[config.mk]
export PLATFORM = sky130hd
export DESIGN_NAME = sdt_section_parser_unit
export DESIGN_NICKNAME = d
export VERILOG_FILES = /design/src/rtl/core/sdt_pkg.sv /design/src/rtl/core/sdt_section_parser_unit.sv /design/src/rtl/core/sdt_cfg_regs.sv /design/src/rtl/core/sdt_parse_core.sv
export VERILOG_INCLUDE_DIRS = /design/src /design/src/rtl/core
export SDC_FILE = /design/constraint.sdc
export NUM_CORES = 1
export LEC_CHECK = 0
export BUFFER_PORTS_ARGS = -buffer_cell sky130_fd_sc_hd__buf_2
export CAP_MARGIN = 20
export CELL_PAD_IN_SITES_DETAIL_PLACEMENT = 1
export CELL_PAD_IN_SITES_GLOBAL_PLACEMENT = 1
export CORE_MARGIN = 3
export CORE_UTILIZATION = 52
export DETAILED_ROUTE_END_ITERATION = 7
export GPL_TIMING_DRIVEN = 1
export MAX_ROUTING_LAYER = met4
export PLACE_DENSITY = 0.84
export SLEW_MARGIN = 20
export SYNTH_ARGS = -nofsm -noshare
export SYNTH_HDL_FRONTEND = slang
export SYNTH_SLANG_ARGS = --single-unit
export TNS_END_PERCENT = 20
[constraint.sdc]
create_clock -name clk -period 25.5 [get_ports clk]
set_input_delay 5.1 -clock clk [delete_from_list [all_inputs] [get_ports clk]]
set_output_delay 5.1 -clock clk [all_outputs]
set_load 0.005 [all_outputs]
[src/rtl/core/sdt_section_parser_unit_assert.svh]
// Assertion macros for the section parser RTL.
`ifndef SDT_SECTION_PARSER_UNIT_ASSERT_SVH
`define SDT_SECTION_PARSER_UNIT_ASSERT_SVH

// An implication checked at every clock edge outside reset.
`define SDT_ASSERT_IMP(label, ante, cons, msg) \
	label: assert property (@(posedge clk) disable iff (!arst_n) (ante) |-> (cons)) \
		else $error(msg);

// A condition that must hold in the cycle after a trigger.
`define SDT_ASSERT_NEXT(label, ante, cons, msg) \
	label: assert property (@(posedge clk) disable iff (!arst_n) (ante) |=> (cons)) \
		else $error(msg);

`endif

[src/rtl/core/sdt_pkg.sv]
package sdt_pkg;

	localparam int unsigned MinSectionBytes = 15;
	localparam int unsigned MaxSectionBytes = 1024;
	localparam logic [31:0] CrcPoly = 32'h04C1_1DB7;
	localparam logic [12:0] FixedHeaderBytes = 13'd12;
	localparam logic [12:0] ServiceHeaderBytes = 13'd5;

	// Record kinds.
	localparam logic [1:0] KIND_HEADER = 2'd0;
	localparam logic [1:0] KIND_SERVICE = 2'd1;
	localparam logic [1:0] KIND_DESC = 2'd2;
	localparam logic [1:0] KIND_END = 2'd3;

	// End record status codes.
	localparam logic [1:0] STATUS_OK = 2'd0;
	localparam logic [1:0] STATUS_CRC = 2'd1;
	localparam logic [1:0] STATUS_SIZE = 2'd2;

	// Configuration register indexes.
	localparam logic [1:0] REG_ACTUAL_TID = 2'd0;
	localparam logic [1:0] REG_OTHER_TID = 2'd1;
	localparam logic [1:0] REG_SERVICE_LIMIT = 2'd2;
	localparam logic [1:0] REG_DESC_LIMIT = 2'd3;

	typedef struct packed {
		logic [7:0] data_byte;
		logic       last_byte;
	} in_item_t;

	typedef struct packed {
		logic [1:0]  record_kind;
		logic [15:0] id_value;
		logic [15:0] network_or_length;
		logic [4:0]  version_or_running;
		logic [7:0]  sec_index;
		logic [7:0]  last_sec_index;
		logic [2:0]  flag_bits;
		logic [7:0]  aux_value;
		logic [9:0]  descriptor_offset;
		logic [1:0]  parse_status;
		logic [31:0] crc_computed;
		logic [31:0] crc_received;
	} out_item_t;

	typedef struct packed {
		logic [7:0] actual_table_id;
		logic [7:0] other_table_id;
		logic [7:0] service_limit;
		logic [6:0] descriptor_limit;
	} cfg_t;

	// One byte through the MSB-first CRC-32.
	function automatic logic [31:0] crc_byte(input logic [31:0] crc, input logic [7:0] b);
		logic [31:0] c;
		c = crc ^ {b, 24'd0};
		for (int i = 0; i < 8; i++) begin
			c = c[31] ? ((c << 1) ^ CrcPoly) : (c << 1);
		end
		return c;
	endfunction

endpackage

[src/rtl/core/sdt_section_parser_unit.sv]
// Service description section parser. One section byte is taken per clock
// cycle, back to back, while the input is not stalled; each byte passes the
// input register and then the result register and yields at most one record:
// a header, service, descriptor or end-of-section record carrying the CRC-32
// check. The rate, one byte per cycle when not stalled, comes from the
// bytewise CRC and field update between the two registers. A stall on the
// result side holds both registers; in_stall rises only while both are full.
module sdt_section_parser_unit (
	input  logic               clk,
	input  logic               arst_n,
	input  logic               in_valid,
	output logic               in_stall,
	input  sdt_pkg::in_item_t  in_data,
	output logic               out_valid,
	input  logic               out_stall,
	output sdt_pkg::out_item_t out_data,
	input  logic               cfg_valid,
	output logic               cfg_ready,
	input  logic [1:0]         cfg_index,
	input  logic [7:0]         cfg_data
);
	import sdt_pkg::*;

	`include "sdt_section_parser_unit_assert.svh"

	cfg_t      cfg;
	in_item_t  item_s1;
	logic      full_s1;
	logic      step;
	logic      rec_valid;
	out_item_t rec;
	logic      out_free;

	assign cfg_ready = 1'b1;
	assign out_free = !out_valid || !out_stall;
	assign step = full_s1 && out_free;
	assign in_stall = full_s1 && !out_free;

	sdt_cfg_regs u_cfg (
		.clk(clk), .arst_n(arst_n), .cfg_valid(cfg_valid && cfg_ready),
		.cfg_index(cfg_index), .cfg_data(cfg_data), .cfg(cfg)
	);

	sdt_parse_core u_core (
		.clk(clk), .arst_n(arst_n), .step(step), .item_s1(item_s1), .cfg(cfg),
		.rec_valid(rec_valid), .rec(rec)
	);

	// Input register.
	always_ff @(posedge clk or negedge arst_n) begin
		if (!arst_n) full_s1 <= 1'b0;
		else if (!in_stall) full_s1 <= in_valid;
	end

	always_ff @(posedge clk) begin
		if (!in_stall && in_valid) item_s1 <= in_data;
	end

	// Result register.
	always_ff @(posedge clk or negedge arst_n) begin
		if (!arst_n) out_valid <= 1'b0;
		else if (out_free) out_valid <= step && rec_valid;
	end

	always_ff @(posedge clk) begin
		if (step && rec_valid) out_data <= rec;
	end

	`SDT_ASSERT_IMP(a_stall_only_full, in_stall, full_s1 && out_valid,
		"input stalled while a register is free")
	`SDT_ASSERT_NEXT(a_end_record, step && item_s1.last_byte,
		out_valid && out_data.record_kind == KIND_END, "last byte gave no end record")
	`SDT_ASSERT_NEXT(a_held_result, out_valid && out_stall,
		out_valid && $stable(out_data), "stalled result changed")

endmodule

[src/rtl/core/sdt_cfg_regs.sv]
module sdt_cfg_regs (
	input  logic            clk,
	input  logic            arst_n,
	input  logic            cfg_valid,
	input  logic [1:0]      cfg_index,
	input  logic [7:0]      cfg_data,
	output sdt_pkg::cfg_t   cfg
);
	import sdt_pkg::*;

	// Register file, written one register per transfer.
	always_ff @(posedge clk or negedge arst_n) begin
		if (!arst_n) begin
			cfg.actual_table_id <= 8'd66;
			cfg.other_table_id <= 8'd70;
			cfg.service_limit <= 8'd64;
			cfg.descriptor_limit <= 7'd16;
		end else if (cfg_valid) begin
			unique case (cfg_index)
				REG_ACTUAL_TID: cfg.actual_table_id <= cfg_data;
				REG_OTHER_TID: cfg.other_table_id <= cfg_data;
				REG_SERVICE_LIMIT: cfg.service_limit <= cfg_data;
				REG_DESC_LIMIT: cfg.descriptor_limit <= cfg_data[6:0];
				default: ;
			endcase
		end
	end

endmodule

[src/rtl/core/sdt_parse_core.sv]
module sdt_parse_core (
	input  logic              clk,
	input  logic              arst_n,
	input  logic              step,
	input  sdt_pkg::in_item_t item_s1,
	input  sdt_pkg::cfg_t     cfg,
	output logic              rec_valid,
	output sdt_pkg::out_item_t rec
);
	import sdt_pkg::*;

	typedef enum logic [11:0] {
		PH_TID   = 12'b0000_0000_0001,
		PH_HDR   = 12'b0000_0000_0010,
		PH_SVC0  = 12'b0000_0000_0100,
		PH_SVC1  = 12'b0000_0000_1000,
		PH_SVC2  = 12'b0000_0001_0000,
		PH_SVC3  = 12'b0000_0010_0000,
		PH_SVC4  = 12'b0000_0100_0000,
		PH_DTAG  = 12'b0000_1000_0000,
		PH_DLEN  = 12'b0001_0000_0000,
		PH_DBODY = 12'b0010_0000_0000,
		PH_DSKIP = 12'b0100_0000_0000,
		PH_IDLE  = 12'b1000_0000_0000
	} phase_t;

	phase_t      phase_q, phase_d;
	logic [10:0] count_q, count_d;
	logic [11:0] decl_len_q, decl_len_d;
	logic [12:0] svc_left_q, svc_left_d;
	logic [11:0] desc_left_q, desc_left_d;
	logic [7:0]  svc_seen_q, svc_seen_d;
	logic [6:0]  desc_seen_q, desc_seen_d;
	logic [47:0] field_q, field_d;
	logic [31:0] crc_q, crc_d;
	logic [31:0] tail_q, tail_d;
	logic        syn_ok_q, syn_ok_d;
	logic [7:0]  table_q, table_d;
	logic        syn_bit_q, syn_bit_d;
	logic [15:0] stream_q, stream_d;
	logic [7:0]  tag_q, tag_d;
	logic [9:0]  doff_q, doff_d;
	logic [12:0] skip_q, skip_d;

	logic [7:0]  b;
	logic [47:0] shifted;
	logic        emit;
	out_item_t   o;
	logic [11:0] dll;
	logic [12:0] left;
	logic [12:0] dsum;
	logic [12:0] dafter;
	logic [10:0] size;

	assign b = item_s1.data_byte;
	assign shifted = {field_q[39:0], b};
	assign dll = {shifted[11:8], b};
	assign left = svc_left_q - ServiceHeaderBytes;
	assign dsum = {5'd0, b} + 13'd2;
	assign dafter = {1'b0, desc_left_q} - dsum;
	assign size = count_q + 11'd1;

	// Parse step for the byte held in the input register.
	always_comb begin
		phase_t nsvc;
		phase_d = phase_q; count_d = count_q; decl_len_d = decl_len_q;
		svc_left_d = svc_left_q; desc_left_d = desc_left_q; svc_seen_d = svc_seen_q;
		desc_seen_d = desc_seen_q; field_d = field_q; crc_d = crc_q;
		syn_ok_d = syn_ok_q; table_d = table_q; syn_bit_d = syn_bit_q;
		stream_d = stream_q; tag_d = tag_q; doff_d = doff_q; skip_d = skip_q;
		emit = 1'b0;
		o = '0;
		nsvc = PH_IDLE;
		if (count_q >= 11'd4) crc_d = crc_byte(crc_q, tail_q[31:24]);
		tail_d = {tail_q[23:0], b};
		unique case (phase_q)
			PH_TID: begin
				table_d = b;
				phase_d = (b == cfg.actual_table_id || b == cfg.other_table_id)
					? PH_HDR : PH_IDLE;
			end
			PH_HDR: begin
				field_d = shifted;
				if (count_q == 11'd1) begin
					syn_bit_d = b[7];
				end else if (count_q == 11'd2) begin
					decl_len_d = shifted[11:0];
					if (shifted[11:0] < 12'(MinSectionBytes - 3)
						|| shifted[11:0] > 12'(MaxSectionBytes - 3)) phase_d = PH_IDLE;
				end else if (count_q == 11'd4) begin
					stream_d = shifted[15:0];
				end else if (count_q == 11'd7) begin
					if (shifted[15:8] > shifted[7:0]) phase_d = PH_IDLE;
					else syn_ok_d = 1'b1;
				end else if (count_q >= 11'd10) begin
					emit = 1'b1;
					o.record_kind = KIND_HEADER;
					o.id_value = stream_q;
					o.network_or_length = shifted[23:8];
					o.version_or_running = shifted[45:41];
					o.sec_index = shifted[39:32];
					o.last_sec_index = shifted[31:24];
					o.flag_bits = {1'b0, syn_bit_q, shifted[40]};
					o.aux_value = table_q;
					svc_left_d = {1'b0, decl_len_q} - FixedHeaderBytes;
					svc_seen_d = 8'd0;
					phase_d = (svc_left_d >= ServiceHeaderBytes && cfg.service_limit != 8'd0)
						? PH_SVC0 : PH_IDLE;
				end
			end
			PH_SVC0: begin field_d = shifted; phase_d = PH_SVC1; end
			PH_SVC1: begin field_d = shifted; phase_d = PH_SVC2; end
			PH_SVC2: begin field_d = shifted; phase_d = PH_SVC3; end
			PH_SVC3: begin field_d = shifted; phase_d = PH_SVC4; end
			PH_SVC4: begin
				field_d = shifted;
				emit = 1'b1;
				o.record_kind = KIND_SERVICE;
				o.id_value = shifted[39:24];
				o.network_or_length = {4'd0, dll};
				o.version_or_running = {2'd0, shifted[15:13]};
				o.flag_bits = {shifted[12], shifted[16], shifted[17]};
				o.aux_value = svc_seen_q;
				svc_seen_d = svc_seen_q + 8'd1;
				if (dll == 12'd0) begin
					svc_left_d = left;
				end else if ({1'b0, dll} <= left) begin
					svc_left_d = left - {1'b0, dll};
					desc_left_d = dll;
					desc_seen_d = 7'd0;
				end else begin
					svc_left_d = 13'd0;
				end
				nsvc = (svc_left_d >= ServiceHeaderBytes && svc_seen_d < cfg.service_limit)
					? PH_SVC0 : PH_IDLE;
				if (dll == 12'd0) begin
					phase_d = nsvc;
				end else if ({1'b0, dll} <= left) begin
					if (dll >= 12'd2 && cfg.descriptor_limit != 7'd0) begin
						phase_d = PH_DTAG;
					end else begin
						skip_d = {1'b0, dll}; desc_left_d = 12'd0; phase_d = PH_DSKIP;
					end
				end else begin
					skip_d = left; desc_left_d = 12'd0;
					phase_d = (left != 13'd0) ? PH_DSKIP : nsvc;
				end
			end
			PH_DTAG: begin
				tag_d = b;
				doff_d = count_q[9:0];
				phase_d = PH_DLEN;
			end
			PH_DLEN: begin
				nsvc = (svc_left_q >= ServiceHeaderBytes && svc_seen_q < cfg.service_limit)
					? PH_SVC0 : PH_IDLE;
				if (dsum <= {1'b0, desc_left_q}) begin
					emit = 1'b1;
					o.record_kind = KIND_DESC;
					o.id_value = {8'd0, tag_q};
					o.network_or_length = {8'd0, b};
					o.aux_value = {1'b0, desc_seen_q};
					o.descriptor_offset = doff_q;
					desc_seen_d = desc_seen_q + 7'd1;
					if (dafter >= 13'd2 && desc_seen_d < cfg.descriptor_limit) begin
						desc_left_d = dafter[11:0];
						skip_d = {5'd0, b};
						phase_d = (b == 8'd0) ? PH_DTAG : PH_DBODY;
					end else begin
						skip_d = {5'd0, b} + dafter;
						desc_left_d = 12'd0;
						phase_d = (skip_d != 13'd0) ? PH_DSKIP : nsvc;
					end
				end else begin
					skip_d = {1'b0, desc_left_q} - 13'd2;
					desc_left_d = 12'd0;
					phase_d = (skip_d != 13'd0) ? PH_DSKIP : nsvc;
				end
			end
			PH_DBODY: begin
				skip_d = skip_q - 13'd1;
				if (skip_d == 13'd0) phase_d = PH_DTAG;
			end
			PH_DSKIP: begin
				skip_d = skip_q - 13'd1;
				if (skip_d == 13'd0)
					phase_d = (svc_left_q >= ServiceHeaderBytes
						&& svc_seen_q < cfg.service_limit) ? PH_SVC0 : PH_IDLE;
			end
			PH_IDLE: ;
			default: phase_d = PH_IDLE;
		endcase

		if (item_s1.last_byte) begin
			emit = 1'b1;
			o = '0;
			o.record_kind = KIND_END;
			o.id_value = {8'd0, svc_seen_d};
			o.crc_computed = crc_d;
			o.crc_received = syn_ok_d ? tail_d : 32'd0;
			if (size < 11'(MinSectionBytes) || size > 11'(MaxSectionBytes))
				o.parse_status = STATUS_SIZE;
			else
				o.parse_status = (crc_d != o.crc_received) ? STATUS_CRC : STATUS_OK;
		end else if (count_q < 11'(MaxSectionBytes)) begin
			count_d = count_q + 11'd1;
		end
	end

	// Section state; the end of a section returns it to its reset values.
	always_ff @(posedge clk or negedge arst_n) begin
		if (!arst_n) begin
			phase_q <= PH_TID; count_q <= '0; decl_len_q <= '0; svc_left_q <= '0;
			desc_left_q <= '0; svc_seen_q <= '0; desc_seen_q <= '0; field_q <= '0;
			crc_q <= '1; tail_q <= '0; syn_ok_q <= 1'b0; table_q <= '0;
			syn_bit_q <= 1'b0; stream_q <= '0; tag_q <= '0; doff_q <= '0; skip_q <= '0;
		end else if (step && item_s1.last_byte) begin
			phase_q <= PH_TID; count_q <= '0; decl_len_q <= '0; svc_left_q <= '0;
			desc_left_q <= '0; svc_seen_q <= '0; desc_seen_q <= '0; field_q <= '0;
			crc_q <= '1; tail_q <= '0; syn_ok_q <= 1'b0; table_q <= '0;
			syn_bit_q <= 1'b0; stream_q <= '0; tag_q <= '0; doff_q <= '0; skip_q <= '0;
		end else if (step) begin
			phase_q <= phase_d; count_q <= count_d; decl_len_q <= decl_len_d;
			svc_left_q <= svc_left_d; desc_left_q <= desc_left_d;
			svc_seen_q <= svc_seen_d; desc_seen_q <= desc_seen_d; field_q <= field_d;
			crc_q <= crc_d; tail_q <= tail_d; syn_ok_q <= syn_ok_d; table_q <= table_d;
			syn_bit_q <= syn_bit_d; stream_q <= stream_d; tag_q <= tag_d;
			doff_q <= doff_d; skip_q <= skip_d;
		end
	end

	assign rec_valid = emit;
	assign rec = o;

endmodule
; Word level (Yosys, flattened, before mapping)
; Index checks and enable logic that the tools add are counted.
[classes]
reduce_logical = 60
addsub = 11
bitwise = 14
muxes = 144
n_lt_le_gt_ge = 18
eq_ne = 41
[op_table]
columns = operator, n
row1 = 2-to-1 mux 12 bit, 35
row2 = 2-to-1 mux 13 bit, 17
row3 = 2-to-1 mux 27 bit, 8
row4 = 2-to-1 mux 66 bit, 3
row5 = 2-to-1 mux 32 bit, 6
row6 = one-hot mux 12 bit (12 select lines), 1
row7 = 2-to-1 mux 132 bit, 1
row8 = 2-to-1 mux 64 bit, 2
row9 = 2-to-1 mux 38 bit, 3
row10 = 2-to-1 mux 16 bit, 7
row11 = NOT 14 bit, 8
row12 = 2-to-1 mux 8 bit, 13
row13 = one-hot mux 34 bit (3 select lines), 1
row14 = 2-to-1 mux 11 bit, 5
row15 = 2-to-1 mux 10 bit, 5
row16 = greater-or-equal comparator 13 x 3 -> 1 bit (second input constant), 3
row17 = one-hot mux 13 bit (3 select lines), 1
row18 = nonzero test 13 bit, 3
row19 = 2-to-1 mux 7 bit, 5
row20 = 2-to-1 mux 34 bit, 1
row21 = != test 32 bit, 1
row22 = XOR 32 bit, 1
row23 = one-hot mux 13 bit (2 select lines), 1
row24 = one-hot mux 12 bit (2 select lines), 1
row25 = 83 further kinds, 156
[word_totals]
out_inout_bits = 145
regBits = 418
wordCells = 327
input_bits = 24

; Depth between registers and ports, before layout
; Gate-level depths: netlist of run 1.
[logic_depth]
ltp_word = 22
depth_mapped = 20
depth_no_buf = 19

; Modules after synthesis
; A second synthesis of run 1 with hierarchy kept.
[unflattened]
cells_unflattened = 2457
hier_area_um2 = 24273.3
[by_module_without_submodules]
columns = mod, area_per_inst_um2, n_inst, cells_per_inst, seq_area_each_um2
row1 = sdt_parse_core, 18448.9, 1, 2227, 5896.9
row2 = sdt_section_parser_unit, 4644.5, 1, 164, 4584.4
row3 = sdt_cfg_regs, 1179.9, 1, 66, 784.5

; Worst setup path after synthesis of run 1
; No wires, ideal clock.
[synth_timing]
path_kind = in2reg
startpoint = in out_stall
endpoint = reg out_data[0] in the netlist's numbering (enable)
arrival_time_ns = 11.751
setup_time_ns = 0.645
path_slack_ns = 13.104
path_stages = 6
required_ns = 24.855
path_buffers = 3
cell_sequence = nand2_1 nand2_1 clkbuf_1 clkbuf_1 clkbuf_1 nor2_1
[synth_between]
elab_chain_cells = 4
[synth_rtl]
columns = element, line
row1 = from (decl), sdt_section_parser_unit.sv:15  ; input logic out_stall,
row2 = logical NOT 1 bit, sdt_section_parser_unit.sv:35  ; assign out_free = !out_valid || !out_stall;
row3 = logical OR 1 bit, sdt_section_parser_unit.sv:35
row4 = logical AND 1 bit, sdt_section_parser_unit.sv:36  ; assign step = full_s1 && out_free;
row5 = logical AND 1 bit, sdt_section_parser_unit.sv:66  ; if (step && rec_valid) out_data <= rec;
row6 = to (signal assigned), sdt_section_parser_unit.sv:66
row7 = to (decl), sdt_section_parser_unit.sv:16  ; output sdt_pkg::out_item_t out_data,
; Every way passes these cells.
; A chain may end at the register's enable or synchronous reset.

; Final worst setup path of run 1
[layout_timing]
startpoint = in out_stall
endpoint = out in_stall
[layout_between]
elab_chain_cells = 4
[layout_rtl]
columns = element, line
row1 = logical NOT 1 bit, sdt_section_parser_unit.sv:35
row2 = logical OR 1 bit, sdt_section_parser_unit.sv:35
row3 = logical NOT 1 bit, sdt_section_parser_unit.sv:37  ; assign in_stall = full_s1 && !out_free;
row4 = logical AND 1 bit, sdt_section_parser_unit.sv:37
row5 = to (decl), sdt_section_parser_unit.sv:12  ; output logic in_stall,
; Every way passes these cells.

==> impl_metrics.yaml, run 1 <==
floorplanning:
  rows: 77
  die_width_um: 220
  coreArea_um2: 44700
  die_h_um: 220
  dieArea_um2: 48300
  start_util: 0.531
  top_level_ports: 169
logic_synthesis:
  synth-seq-area-share: 0.474
  yosys-top-cells-area: "dfrtp_1, edfxtp_1, dfstp_2"
  syn_area_per_cell_um2: 9.73
  syn_nets: 2537
  synth_edf_count: 151
  synth_cells: 2439
  ys_warn_count: 0
  synth_seq_cells: 418
  synth_ff_type: "dfrtp_1"
  netlist_top_cells_count: "nand2_1, dfrtp_1, o21ai_0, nor2_1, edfxtp_1"
  post-synth-top-count-cell: "nand2_1"
  synth_cell_types: 90
  synth_async_sr_flop_share: 0.639
  synth_area_um2: 23700
  yosysTopAreaCell: "dfrtp_1"
  synth_top_area_frac: 0.239
final_layout:
  nets: 2637
  layout-drive-gt1-share: 0.152
  fillCellCount: 5001
  fin_util: 0.593
  synthToLayoutAreaGrowth_pct: 11.6
  multiInputGateArea_um2: 11600
  seq_area_um2: 11300
grt:
  track_usage: 0.352
  grt_pass1_wl_um: 128000
  antenna_found_initial: 1
  grt_max_degree: 152
  grt_overflow: 0
  grt_pass1_vias: 21700
timing:
  rsz0062_at_grt: "no"
  worstMarginPinSlew_ns: 1.06
  slew_headroom: 0.291
  period_share: 0.417
  fin_crit_ns: 10.63
  finalSetupViolCount: 0
  fin_skew_ns: 0.0299
  fmax_ghz: 0.0940
  slew_viol_final: 0
  hold_violations: 0
  tns_ns: 0
critical_path:
  r2r-start: "u_core.svc_left_q[3]"
  crit_type: "input port to primary output"
  crit_top_cell: "buf_2"
  cp_slowest_stage_delay_ns: 0.14
  crit_fanout: 3
  critPathSlowestCell: "nand3_1"
  r2r-end: "u_core.skip_q[1]"
  cp-end-kind: "primary output"
  arrival_ns: 5.53
  startpoint_type: "input port"
  path_cells: "buf_2, nand3_1, inv_1, buf_2"
  ff2ff_setup_slack_ns: 19.57
  reg2regPathDepth: 14
  cp_data_required_time_ns: 20.40
drt:
  drc_errors: 0
  detail-route-antenna-nets: 0
  drt-total-wl_um: 82700
  vias: 21000
  wl_per_cell_um: 26.1
  drt_iter0_drc: 1878
  drt_first_pass_iters: 5
  vias_per_cell: 6.61
power:
  power_density_nw_per_um2: 90.3
  vdd_ir_drop_max_mv: 0.0686
  p_leak_uw: 0.0109
min_path:
  hold_depth: 2
  min_to: "u_core.stream_q[8]"
  min_path_type: "flop to flop"
  worstHoldStart: "u_core.stream_q[8]"
cts:
  cts_tree: "yes"
  clk_path_buf_depth: 3
  post_cts_buffers: 0
  cts.sinks: 418
  cts_made_buffers: 47
  path_clk_slew_ns: 0.06
  cts_max_level: 2
  cts_repair_resize_count: 0
  clock-root-buffer: "clkbuf_16"
  postCtsHoldBufs: 0
  clk_latency_ns: 0.61
place:
  dp_hpwl_um: 56400
  io_buffer_count: 167
  gp_congestion: 0.956
flow_run:
  cap_violations: 0
run_status:
  status: "finished, final reports clean"
[placed cells by master, fill, tap and decap left out, drive strengths merged, types with 39 or more instances in the layout]
cell type  instances
edfxtp           151
ha                70
nor3              63
dfstp             40
buf              207
nand2            257
xor2              66
a22o              54
inv               90
nor2             200
a21oi            106
xnor2            101
and3              64
nand3             67
a22oi             56
o31ai             39
dfrtp            227
o21ai            206
clkbuf            65
[layout make-up]
type                       instances  area share
tap                              592      0.0279
antenna                            1   0.0000944
sequential                       418       0.425
clock buffer                      65      0.0481
timing repair buffer             207      0.0437
clock inverter                    23     0.00557
inverter                          90      0.0128
multi-input combinational       1775       0.437
[per-layer routing]
layer / share of wire / global-route usage / vias up
li1: - / - / 9159
met1: 0.41 / 0.451 / 10800
met2: 0.49 / 0.582 / 826
met3: 0.059 / 0.0488 / 192
met4: 0.036 / 0.118 / 0
met5: 0 / - / -
[how the worst max path moves through the flow]
stage	startpoint	slack, ns	end
2_1_floorplan	out_stall	13.10	out_data[0]
3_3_place_gp	out_stall	14.83	in_stall
3_5_place_dp	out_stall	14.84	in_stall
4_1_cts	out_stall	14.83	in_stall
5_1_grt	out_stall	14.81	in_stall
6_report	out_stall	14.87	in_stall
[worst max-delay path, delay by kind of cell]
family | cells | cell delay [ns]
buffers and inverters | 3 | 0.30
AND/OR/NAND/NOR | 1 | 0.14
[registers in the layout, indices dropped and copies added, names as in the netlist, 11 cells and up]
signal              flops
u_cfg.cfg              31
u_core.desc_left_q     12
u_core.svc_left_q      13
u_core.decl_len_q      12
u_core.stream_q        16
u_core.phase_q         12
out_data              142
u_core.count_q         11
u_core.tail_q          32
u_core.skip_q          13
u_core.crc_q           32
u_core.field_q         38
[where the power goes]
part	internal (uW)	switching [uW]	leakage, uW
Sequential	797	75.1	0.00494
Combinational	327	560	0.00530
Clock	351	284	0.000699
[cells by family after synthesis]
kind of cell | share of synthesized area
AOI/OAI and AO/OA | 0.192
xor gates and xnor gates | 0.0636
adders and majority gates | 0.0403
buffers and inverters | 0.0406
DFF | 0.474
muxes | 0.0288
other | 0.000158
and+or+nand+nor | 0.160
[stage by stage]
stage	setup slack, ns	power (uW)	cells	area, um2	hold slack [ns]
final	14.87	2390	3171	26500	0.489
after global routing	14.81	2510	3171	26500	0.522
after CTS	14.83	2380	3170	26500	0.494
after detailed placement	14.84	1740	3082	25100	0.476
after global placement	14.83	1710	3082	25100	0.462
after floorplan	13.10	1480	2439	23700	0.450
Note: power is estimated with default switching activity, not from simulation.
==> run 2, diff against run 1 <==
Settings changed: CORE_UTILIZATION 52 to 48, PLACE_DENSITY 0.84 to 0.79.
Clock period 25.5 ns to 9.8 ns, I/O delays scaled along.
==> impl_metrics.yaml, run 2 (synthesis results as in run 1) <==
drt:
  route.met2.wl_um: 39600
  dr_wl_met3_um: 5440
  drt_iter0_drc: 1993
  top_layer: "met4"
  wl_met1_um: 35600
  vias: 20700
  drt-total-wl_um: 83000
  drt_first_pass_iters: 7
  detail-route-antenna-nets: 0
  wl_per_cell_um: 25.7
  drc_errors: 0
  vias_per_cell: 6.40
final_layout:
  regMostFlops: "out_data"
  antenna_cells: 0
  final_cell_mix: "nand2_1, dfrtp_1, o21ai_0"
  fin_util: 0.552
  stdcell_count: 3231
  reg_top3: "out_data: 142 flops, u_core.field_q: 38 flops"
  final_common_cell: "nand2_1"
  layout-drive-gt1-share: 0.152
  nets: 2635
  synthToLayoutAreaGrowth_pct: 12.3
  largest_reg_flops: 142
grt:
  grt_pass1_wl_um: 130000
  antenna_found_initial: 0
  track_usage: 0.324
  grt_max_degree: 164
  grt_overflow: 0
  grt_pass1_vias: 21600
cts:
  path_clk_slew_ns: 0.06
  cts_tree: "yes"
  clock-root-buffer: "clkbuf_16"
  post_cts_buffers: 0
  cts.sinks: 418
  clk_latency_ns: 0.60
  cts_repair_resize_count: 0
  cts_max_level: 2
  cts_made_buffers: 46
  clk_path_buf_depth: 3
  postCtsHoldBufs: 0
critical_path:
  crit_fanout: 19
  arrival_ns: 6.35
  cp-end-kind: "flop"
  crit_type: "flop to flop"
  startpoint_type: "flop"
  ff2ff_setup_slack_ns: 3.94
  cp_data_required_time_ns: 10.29
floorplanning:
  die_h_um: 228
  top_level_ports: 169
  dieArea_um2: 52200
  rows: 80
  coreArea_um2: 48300
  die_width_um: 228
  start_util: 0.491
min_path:
  min_path_type: "flop to flop"
timing:
  worstMarginPinSlew_ns: 1.03
  slew_viol_final: 0
  slew_headroom: 0.306
  period_share: 0.598
  finalSetupViolCount: 0
  fin_crit_ns: 5.86
  rsz0062_at_grt: "no"
  hold_violations: 0
  fmax_ghz: 0.171
  tns_ns: 0
  fin_skew_ns: 0.0286
power:
  p_sw_uw: 2410
  power_frac_clock: 0.278
  p_comb_frac: 0.364
  power_density_nw_per_um2: 238
  seqPwrFrac: 0.358
  swShare: 0.380
  p_leak_uw: 0.0110
  vdd_ir_drop_max_mv: 0.188
  p_int_uw: 3950
place:
  gp_congestion: 0.982
  dp_hpwl_um: 57900
  dpl.cell_count: 3144
  io_buffer_count: 167
run_status:
  status: "finished, final reports clean"
flow_run:
  cap_violations: 0
[run 2: critical path, cell delays in order (launching register included)]
cell and delay (ns):
dfrtp_1 0.44, nor3_1 0.52, nand2_1 0.28, or3_1 0.39
xnor2_1 0.40, ha_1 0.39, a21oi_1 0.39, nand2_1 0.10
o31ai_1 0.59, a31oi_2 0.56, o31ai_1 0.54, o21ai_2 0.30
nor2_1 0.45, o21ai_0 0.17, o21ai_0 0.20
[run 2: area by class of cell]
cell class	count	area, um2
fill	5414	21700
multi-input combinational	1775	11600
sequential	418	11300
clock buffer	68	1250
timing repair buffer	206	1150
tap	656	821
inverter	90	339
clock inverter	18	265
[run 2: final timing paths]
kind / depth (start not counted) / end / from
worst min register to register: 2 / u_core.stream_q[14] / u_core.stream_q[14]
worst max-delay path: 14 / u_core.skip_q[1] / u_core.svc_left_q[3]
min in group asynchronous: 1 / u_core.desc_seen_q[5] / arst_n
worst min-delay path: 2 / u_core.stream_q[14] / u_core.stream_q[14]
worst max register to register: 14 / u_core.skip_q[1] / u_core.svc_left_q[3]
max in group asynchronous: 2 / u_core.tail_q[14] / arst_n
[run 2: per-layer routing]
layer | vias up | global-route usage
met5 | - | -
met3 | 143 | 0.0484
met4 | 0 | 0.0961
met1 | 10600 | 0.429
met2 | 776 | 0.520
li1 | 9152 | -
[run 2: through the flow]
| step | area, um2 | total power (uW) | hold WS (ns) | worst slack, ns |
|---|---|---|---|---|
| 6_report | 26700 | 6360 | 0.488 | 3.94 |
| 5_1_grt | 26700 | 6670 | 0.507 | 3.50 |
| 3_5_place_dp | 25100 | 4560 | 0.471 | 4.23 |
| 2_1_floorplan | 23700 | 3860 | 0.450 | 0.401 |
| 4_1_cts | 26700 | 6340 | 0.485 | 4.15 |
| 3_3_place_gp | 25100 | 4470 | 0.465 | 4.53 |
[run 2: power groups by stage]
| stage | combinational [uW] | clock [uW] | sequential [uW] |
|---|---|---|---|
| 3_5_place_dp | 2260 | 0 | 2300 |
| 2_1_floorplan | 1630 | 0 | 2240 |
| 5_1_grt | 2510 | 1870 | 2300 |
| 6_report | 2320 | 1770 | 2280 |
| 3_3_place_gp | 2190 | 0 | 2280 |
| 4_1_cts | 2280 | 1790 | 2270 |
==> run 3, diff against run 2 <==
Clock period 9.8 ns to 5.4 ns, I/O delays scaled along.
==> impl_metrics.yaml, run 3 (synthesis results as in run 1) <==
timing:
  fin_crit_ns: 5.09
  fmax_ghz: 0.196
  hold_violations: 0
  rsz0062_at_grt: "no"
  slew_headroom: 0.245
  period_share: 0.942
  slew_viol_final: 0
  fin_skew_ns: 0.0267
  finalSetupViolCount: 0
  worstMarginPinSlew_ns: 1.13
  tns_ns: 0
  hold-worst-slack_ns: 0.477
drt:
  wl_per_cell_um: 25.8
  vias_per_cell: 6.39
  drt_iter0_drc: 1871
  drc_errors: 0
  drt_first_pass_iters: 6
  vias: 20900
  detail-route-antenna-nets: 0
  drt-total-wl_um: 84300
cts:
  clk_latency_ns: 0.61
  cts.sinks: 418
  clock-root-buffer: "clkbuf_16"
  cts_made_buffers: 47
  post_cts_buffers: 0
  cts_repair_resize_count: 0
  postCtsHoldBufs: 0
  cts_max_level: 2
  cts_tree: "yes"
  path_clk_slew_ns: 0.06
  clk_path_buf_depth: 3
grt:
  track_usage: 0.328
  grt_pass1_vias: 21800
  grt_max_degree: 98
  grt_pass1_wl_um: 131000
  grt_overflow: 0
  antenna_found_initial: 2
floorplanning:
  dieArea_um2: 52200
  die_width_um: 228
  top_level_ports: 169
  coreArea_um2: 48300
  start_util: 0.491
  die_h_um: 228
  rows: 80
critical_path:
  r2r-start: "item_s1[2]"
  cp_data_required_time_ns: 5.91
  ff2ff_setup_slack_ns: 0.31
  reg2regPathDepth: 17
  arrival_ns: 5.60
  crit_fanout: 7
  r2r-end: "u_core.phase_q[2]"
  crit_type: "flop to flop"
  startpoint: "item_s1[2]"
  cp-end-kind: "flop"
  startpoint_type: "flop"
run_status:
  status: "finished, final reports clean"
power:
  finalPower_uw: 11500
  vdd_ir_drop_max_mv: 0.330
  power_density_nw_per_um2: 427
  p_leak_uw: 0.0111
place:
  dpl.cell_count: 3183
  dp_hpwl_um: 59200
  io_buffer_count: 167
  place_area_um2: 25400
  gp_congestion: 0.950
final_layout:
  synthToLayoutAreaGrowth_pct: 13.5
  largest_reg_flops: 142
  final_cell_mix: "nand2_1, dfrtp_1, o21ai_0"
  layout-drive-gt1-share: 0.166
  nets: 2674
  fillCellCount: 5409
  reg_top3: "out_data: 142 flops, u_core.field_q: 38 flops"
  regMostFlops: "out_data"
  stdcell_area_um2: 26900
  final_common_cell: "nand2_1"
  stdcell_count: 3274
flow_run:
  cap_violations: 0
min_path:
  min_path_type: "input port to asynchronous set/reset pin"
## run 3: cell count changes in the layout (fill, tap and decap cells not counted), moves of 3 or more
| cell | previous run | this run |
|---|---|---|
| buf_4 | 37 | 75 |
| bufinv_16 | 5 | 2 |
| clkbuf_1 | 20 | 13 |
| clkinv_1 | 2 | 7 |
| clkinv_2 | 6 | 11 |
| diode_2 | 0 | 3 |
| o21ai_1 | 2 | 5 |
## run 3: critical path, cell delays in order (launching register included)
cell and delay [ns]:
edfxtp_1 0.50, ha_1 0.33, inv_1 0.04, ha_1 0.37, nor2b_1 0.17, o21a_1 0.20, or3_1 0.33, and2_1 0.19
ha_1 0.36, and2_1 0.19, a221oi_1 0.46, xnor2_1 0.18, or4b_2 0.70, nor3_1 0.16, nand3_1 0.20, o41ai_2 0.41
nor3_1 0.12, nor2_1 0.14
## run 3: how the worst max path moves through the flow
stage,slack (ns),endpoint
final,0.31,u_core.phase_q[2]
after CTS,0.13,u_core.phase_q[2]
after global placement,0.28,u_core.phase_q[2]
after global routing,0.12,u_core.phase_q[2]
after floorplan,0.04,out_data[0]
after detailed placement,0.18,u_core.phase_q[2]
## run 3: report_power, final
part / switching (uW) / internal [uW]
sequential: 354 / 3760
combinational: 2660 / 1590
clock: 1370 / 1770
total: 4390 / 7120
## run 3: area by class of cell
type | instances | area, um2 | area share
tap | 656 | 821 | 0.0305
sequential | 418 | 11300 | 0.418
multi-input combinational | 1775 | 11600 | 0.430
inverter | 90 | 339 | 0.0126
clock buffer | 64 | 1280 | 0.0475
clock inverter | 24 | 210 | 0.00780
timing repair buffer | 244 | 1450 | 0.0538
antenna | 3 | 7.51 | 0.000279
## run 3: metrics by stage
stage / setup slack (ns) / util
4_1_cts: 0.127 / 0.557
5_1_grt: 0.119 / 0.557
6_report: 0.311 / 0.557
3_5_place_dp: 0.182 / 0.526
3_3_place_gp: 0.284 / 0.526
2_1_floorplan: 0.0393 / -
## run 3: per-layer routing
layer	share of wire	GRT usage	wire length (um)	vias to the layer above
li1	-	-	-	9233
met1	0.42	0.417	35400	10800
met2	0.48	0.535	40800	735
met3	0.064	0.0560	5360	182
met4	0.032	0.109	2690	0
met5	0	-	0	-
